## src/hdl/cc20_pkg.sv

```systemverilog
// Shared types, constants and helper functions for the ChaCha20 keystream XOR unit.
// Depends on nothing; imported by every module of the unit.
package cc20_pkg;

    localparam int DOUBLE_ROUNDS_DEF = 10;
    localparam int CFG_INDEX_W       = 3;
    localparam int CFG_DATA_W        = 64;
    localparam int DWORDS            = 8;
    localparam int BYTES             = 64;

    localparam logic [6:0] MAX_BYTE_COUNT = 7'd64;

    localparam logic [31:0] SIGMA_0 = 32'h6170_7865;
    localparam logic [31:0] SIGMA_1 = 32'h3320_646e;
    localparam logic [31:0] SIGMA_2 = 32'h7962_2d32;
    localparam logic [31:0] SIGMA_3 = 32'h6b20_6574;

    // Configuration register indexes
    localparam logic [CFG_INDEX_W-1:0] REG_KEY_0_7     = 3'd0;
    localparam logic [CFG_INDEX_W-1:0] REG_KEY_8_15    = 3'd1;
    localparam logic [CFG_INDEX_W-1:0] REG_KEY_16_23   = 3'd2;
    localparam logic [CFG_INDEX_W-1:0] REG_KEY_24_31   = 3'd3;
    localparam logic [CFG_INDEX_W-1:0] REG_NONCE_0_7   = 3'd4;
    localparam logic [CFG_INDEX_W-1:0] REG_NONCE_8_11  = 3'd5;

    typedef logic [15:0][31:0] state_t;

    typedef struct packed {
        logic [31:0] block_counter;
        logic [6:0]  byte_count;
        logic [63:0] data_word_0;
        logic [63:0] data_word_1;
        logic [63:0] data_word_2;
        logic [63:0] data_word_3;
        logic [63:0] data_word_4;
        logic [63:0] data_word_5;
        logic [63:0] data_word_6;
        logic [63:0] data_word_7;
    } src_item_t;

    typedef struct packed {
        logic [6:0]  valid_bytes;
        logic [63:0] out_word_0;
        logic [63:0] out_word_1;
        logic [63:0] out_word_2;
        logic [63:0] out_word_3;
        logic [63:0] out_word_4;
        logic [63:0] out_word_5;
        logic [63:0] out_word_6;
        logic [63:0] out_word_7;
    } res_item_t;

    typedef struct packed {
        logic [63:0] key_0_7;
        logic [63:0] key_8_15;
        logic [63:0] key_16_23;
        logic [63:0] key_24_31;
        logic [63:0] nonce_0_7;
        logic [31:0] nonce_8_11;
    } cfg_t;

    // What travels down the round pipeline with each block
    typedef struct packed {
        logic [31:0]               block_counter;
        logic [6:0]                byte_count;   // already saturated
        logic [DWORDS-1:0][63:0]   data;
        state_t                    x;
    } pipe_data_t;

    function automatic logic [31:0] rotl(input logic [31:0] v, input int s);
        return (v << s) | (v >> (32 - s));
    endfunction

    function automatic state_t init_state(input cfg_t c, input logic [31:0] ctr);
        state_t st;
        st[0]  = SIGMA_0;
        st[1]  = SIGMA_1;
        st[2]  = SIGMA_2;
        st[3]  = SIGMA_3;
        st[4]  = c.key_0_7[31:0];
        st[5]  = c.key_0_7[63:32];
        st[6]  = c.key_8_15[31:0];
        st[7]  = c.key_8_15[63:32];
        st[8]  = c.key_16_23[31:0];
        st[9]  = c.key_16_23[63:32];
        st[10] = c.key_24_31[31:0];
        st[11] = c.key_24_31[63:32];
        st[12] = ctr;
        st[13] = c.nonce_0_7[31:0];
        st[14] = c.nonce_0_7[63:32];
        st[15] = c.nonce_8_11;
        return st;
    endfunction

endpackage

```

## src/hdl/cc20_output_stage.sv

```systemverilog
// Output stage: feed-forward add, keystream XOR, byte masking, result register.
// Depends on cc20_pkg.
module cc20_output_stage (
    input  logic                 clk,
    input  logic                 rst_n,
    input  logic                 in_valid,
    input  cc20_pkg::pipe_data_t in_data,
    input  cc20_pkg::cfg_t       cfg,
    output logic                 up_ready,
    output logic                 res_valid,
    input  logic                 res_stall,
    output cc20_pkg::res_item_t  res_item
);
    import cc20_pkg::*;

    logic                    res_valid_reg;
    res_item_t               res_item_reg;
    res_item_t               res_item_next;
    state_t                  init;
    logic [DWORDS-1:0][63:0] words;

    assign up_ready  = !res_valid_reg || !res_stall;
    assign res_valid = res_valid_reg;
    assign res_item  = res_item_reg;
    assign init      = init_state(cfg, in_data.block_counter);

    always_comb
    begin
        logic [63:0] ks;
        for (int k = 0; k < DWORDS; k++)
        begin
            ks = {in_data.x[2*k+1] + init[2*k+1], in_data.x[2*k] + init[2*k]};
            words[k] = in_data.data[k] ^ ks;
            for (int j = 0; j < 8; j++)
            begin
                if (7'(8*k + j) >= in_data.byte_count)
                begin
                    words[k][8*j +: 8] = 8'd0;
                end
            end
        end
    end

    always_comb
    begin
        res_item_next.valid_bytes = in_data.byte_count;
        res_item_next.out_word_0  = words[0];
        res_item_next.out_word_1  = words[1];
        res_item_next.out_word_2  = words[2];
        res_item_next.out_word_3  = words[3];
        res_item_next.out_word_4  = words[4];
        res_item_next.out_word_5  = words[5];
        res_item_next.out_word_6  = words[6];
        res_item_next.out_word_7  = words[7];
    end

    always_ff @(posedge clk or negedge rst_n)
    begin
        if (!rst_n)
        begin
            res_valid_reg <= 1'b0;
        end
        else if (up_ready)
        begin
            res_valid_reg <= in_valid;
        end
    end

    always_ff @(posedge clk)
    begin
        if (up_ready && in_valid)
        begin
            res_item_reg <= res_item_next;
        end
    end

endmodule

```

## config.mk

```make
export PLATFORM = sky130hd
export DESIGN_NAME = cc20_output_stage
export DESIGN_NICKNAME = d
export VERILOG_FILES = /design/src/hdl/cc20_pkg.sv /design/src/hdl/cc20_output_stage.sv
export SDC_FILE = /design/constraint.sdc
export NUM_CORES = 2
export LEC_CHECK = 0
export BUFFER_PORTS_ARGS = -buffer_cell sky130_fd_sc_hd__clkbuf_2
export CORE_AREA = 2 2 760 762
export CTS_CLUSTER_DIAMETER = 50
export DETAILED_ROUTE_END_ITERATION = 6
export DIE_AREA = 0 0 762 764
export GPL_TIMING_DRIVEN = 0
export PLACE_DENSITY = 0.3
export SETUP_SLACK_MARGIN = 0.5
export SYNTH_ARGS = -nofsm -noshare
export SYNTH_HDL_FRONTEND = slang
export SYNTH_SLANG_ARGS = --single-unit
```

## constraint.sdc

```tcl
create_clock -name clk -period 14 [get_ports clk]
set_input_delay 2.1 -clock clk [delete_from_list [all_inputs] [get_ports clk]]
set_output_delay 2.1 -clock clk [all_outputs]
set_load 0.01 [all_outputs]
```

# --- Word level (Yosys, flattened, before mapping) ---
# Cells that the tools add are included.
word_totals:
  regBits: 520
  input_bits: 1419
  out_inout_bits: 521
  elab_cells: 158
op_classes:
  n_addsub: 16
  order_cmp: 64
  bitwise: 8
  reduce_logical: 4
ops:
  columns: ["cell", "count"]
  rows:
  - ["$xor 64x64->64", 8]
  - ["$add 32x32->32", 12]
  - ["$ge 6x7->1 const A", 32]
  - ["$ge 5x7->1 const A", 16]
  - ["$add 32x31->32 const B", 3]
  - ["$ge 4x7->1 const A", 8]
  - ["$add 32x30->32 const B", 1]
  - ["$ge 3x7->1 const A", 4]
  - ["$ge 1x7->1 const A", 2]
  - ["$ge 2x7->1 const A", 2]
  - ["$logic_not 1->1", 2]
  - ["$logic_and 1x1->1", 1]
  - ["$logic_or 1x1->1", 1]

# --- Logic depth before layout (Yosys ltp) ---
depth:
  word_depth: 3
  ltp_mapped: 12
  ltp_nobuf: 12

# --- Worst setup path before layout ---
# No wires, ideal clock.
synth_timing:
  kind: "input port to flip-flop"
  from: "input res_stall"
  to: "register res_item_reg, in the netlist res_item[0], enable pin"
  setup_time_ns: 0.954
  arrival_ns: 14.010
  t_required_ns: 13.046
  slack_ns: -0.964
  cell_stages: 2
  n_path_buf: 0
  cell_sequence: "nand2_1 > and2_1"
synth_via:
  elab_chain_len: 3
synth_lines:
  columns: ["item", "line_no", "rtl"]
  rows:
  - ["start, declared", "cc20_output_stage.sv:11", "input logic res_stall,"]
  - ["$logic_not 1->1", "cc20_output_stage.sv:22", "assign up_ready = !res_valid_reg || !res_stall;"]
  - ["$logic_or 1x1->1", "cc20_output_stage.sv:22", null]
  - ["$logic_and 1x1->1", "cc20_output_stage.sv:71", "if (up_ready && in_valid)"]
  - ["end signal, assigned", "cc20_output_stage.sv:73", "res_item_reg <= res_item_next;"]
  - ["end, declared", "cc20_output_stage.sv:17", "res_item_t res_item_reg;"]
# No other way between the ends.
# A chain may end at the register's enable or synchronous reset.

# --- Worst setup path after layout ---
layout_timing:
  from: "input in_data[490] in the netlist's numbering"
  to: "register res_item_reg, in the netlist res_item[59], data pin"
layout_via:
  elab_chain_len: 2
layout_lines:
  columns: ["item", "line_no", "rtl"]
  rows:
  - ["start, declared", "cc20_output_stage.sv:7", "input cc20_pkg::pipe_data_t in_data,"]
  - ["$add 32x32->32", "cc20_output_stage.sv:32", "ks = {in_data.x[2*k+1] + init[2*k+1], in_data.x[2*k] + init[2*k]};"]
  - ["$xor 64x64->64", "cc20_output_stage.sv:33", "words[k] = in_data.data[k] ^ ks;"]
# No other way between the ends.

==> out/results.tsv <==
metric	value	unit
outcome	complete, no violations	
final critical-path share of the clock period	0.474	
Placed Cells	14000	
GPL Wtd Cong	0.926	
Worst Clk Skew	0.0873	ns
Seq/Total Area, Yosys	0.365	
worst hold path type	reg -> reg	
vias in the first global route	46000	
hpwl dp	420000	um
DIE AREA	582000	um2
CTS Buffer Depth	4	
Via density	3.20	
flip-flop and latch count after synthesis	520	
Pre-Repair DR Iteration Count	7	
clock period minus worst slack	6.64	ns
Rows	279	
ys flop type	edfxtp_1	
RSZ-0062 raised after global routing	no	
Worst EP required	14.59	ns
nets	8427	
Synth cell types	85	
die height	764	um
drt total wl	462000	um
worst skew pair latency	0.90	ns
pwr/cell area	126	nW/um2
max-slew violations	0	
Multi-input gate area	26800	um2
Net Sw Frac	0.380	
largest net degree at the start of global routing	56	
Synth Net Count	6266	
Fin. Hold Viols	0	
WP data arrival	7.23	ns
Slew @ Worst Pin	1.43	ns
leading cell types in the layout, fill and taps excluded	1940 x clkbuf_2, 705 x xnor2_1, 608 x nor2_1	
worst vdd ir	0.0976	mV
initial antenna violation count	263	
Gate power share	0.324	
share of cells above drive strength 1	0.350	
Synth Instances	4459	
crit path kind	in -> reg	
commonest non-fill, non-tap cell in the layout	clkbuf_2	
Internal Power	5400	uW
CTS Hold Bufs	0	
Post-Route Utilization	0.120	
Initial Utilization	0.0743	
Sequential Area	15600	um2
CP max stage cell	o21ai_0	
core area	575000	um2
Post-synth EDFFs	519	
clock share of power	0.443	
Die X	762	um
hold_ws	0.551	ns
TritonCTS Sinks	520	
CP Capture Type	flip-flop	
Final Setup Violations	0	
Layout Cells excl Fill	14400	
average size of a mapped cell	9.58	um2
DRC	0	
CP Max Fanout	5	
FMAX	0.151	GHz
yosys warns	0	
max reg flops	519	
wire per inst	32.0	um
Worst Path Buf+Inv	1	
Setup crit start kind	input pin	
clock transition time at the flip-flop clock pins of the worst setup and hold paths	0.05	ns
via count	46000	
Mapped Area	42700	um2
All-Layer GR Usage	0.152	
Final ANT Viol Nets	0	
# resized after CTS	0	
global-route wire length before repair	559000	um
clock root buffer	clkbuf_16	
DRT iter0 DRCs	3038	
port bufs	1938	
MaxCap Viol Count	0	
asr flop ratio synth	0.00192	
Reg power frac	0.233	
CTS buffer count	166	
IO Count	1940	
CP top delay family	compound AO/OA/AOI/OAI gates	
critical-path cell list	clkbuf_2 > ha_1 > a21o_1 > a21o_1 > a21oi_1 > a31oi_1 > o21ai_0 > a21oi_1 > nor2_1 > o21ai_0 > mux2_2	
Fillers	66600	
Pleak	0.0284	uW
Slew headroom	0.0429	
CTS tree	built	
area grow syn2layout	61.4	%
total gr overflow	0	
setup bufs post-CTS	0	
H-tree levels	4	
crit-path max cell delay	1.20	ns
NetSw	3310	uW
Yosys cell counts, types with 60 or more instances:
cell type / number / share of area
xor2_1: 231 / 0.047
ha_1: 376 / 0.11
nand2_1: 195 / 0.017
xnor2_1: 705 / 0.14
nand3_1: 81 / 0.0095
o21bai_1: 60 / 0.011
o21ai_0: 178 / 0.021
edfxtp_1: 519 / 0.36
a21oi_1: 434 / 0.051
and3_1: 62 / 0.0091
clkbuf_1: 66 / 0.0058
inv_1: 79 / 0.0069
a21o_1: 232 / 0.041
nor2_1: 614 / 0.054
a31oi_1: 60 / 0.0088
nor3_1: 61 / 0.0071
metal layers:
layer / up-vias / wire length [um] / global-route usage
li1: 20700 / - / -
met2: 2340 / 195000 / 0.231
met3: 642 / 68500 / 0.0963
met5: - / 1190 / 0.00270
met1: 22200 / 182000 / 0.176
met4: 154 / 14500 / 0.0396
stage by stage:
| stage | instance area (um2) | total power [uW] | setup WS (ns) | TNS [ns] |
|---|---|---|---|---|
| floorplan | 42700 | 3340 | 4.95 | 0 |
| global placement | 61900 | 4960 | -1.75 | -707.91 |
| detailed placement | 63300 | 4930 | 6.60 | 0 |
| CTS | 68800 | 8940 | 7.57 | 0 |
| global route | 68800 | 9150 | 7.44 | 0 |
| finish | 68900 | 8710 | 7.36 | 0 |
power groups by stage:
| stage | registers [uW] | logic [uW] | clock network (uW) |
|---|---|---|---|
| detailed placement | 2050 | 2880 | 0 |
| global route | 2040 | 3050 | 4050 |
| CTS | 2030 | 2900 | 4010 |
| finish | 2030 | 2820 | 3860 |
| floorplan | 2150 | 1180 | 0 |
| global placement | 2100 | 2850 | 0 |
worst reg2reg max path: cells and delay by family, from the launching register on:
family | cells | cell delay (ns)
DFF | 1 | 0.38
and+or+nand+nor | 2 | 0.72
buffers and inverters | 4 | 1.40
final cells by class:
type / instances / area share
multi-input cells: 3789 / 0.389
clock buffers: 182 / 0.0614
plain buffers: 71 / 0.00394
repair buffers: 1993 / 0.156
well taps: 7587 / 0.138
clock inverters: 119 / 0.0185
flip-flops and latches: 520 / 0.226
inverters: 79 / 0.00430
diodes: 63 / 0.00229
final timing paths:
| check | from | endpoint | slack, ns | depth (start not counted) |
|---|---|---|---|---|
| min reg2reg | res_valid | res_valid | 0.55 | 2 |
| min | res_valid | res_valid | 0.55 | 2 |
| max reg2reg | res_valid | res_item[49] | 10.97 | 6 |
| max in group asynchronous | rst_n | res_valid | 12.95 | 1 |
| min in group asynchronous | rst_n | res_valid | 0.97 | 1 |
| max | in_data[490] | res_item[59] | 7.36 | 11 |
cell families (layout without fill, tap and decap cells):
kind of cell / after synthesis / after routing / synth area share
buffers and inverters: 150 / 2444 / 0.0132
other: 0 / 63 / 0
DFF: 520 / 520 / 0.365
muxes: 3 / 3 / 0.000791
AOI/OAI and AO/OA: 1183 / 1183 / 0.176
and+or+nand+nor: 1279 / 1279 / 0.137
adders and majority gates: 388 / 388 / 0.116
xor gates and xnor gates: 936 / 936 / 0.192
(Power assumes the default switching activity.)
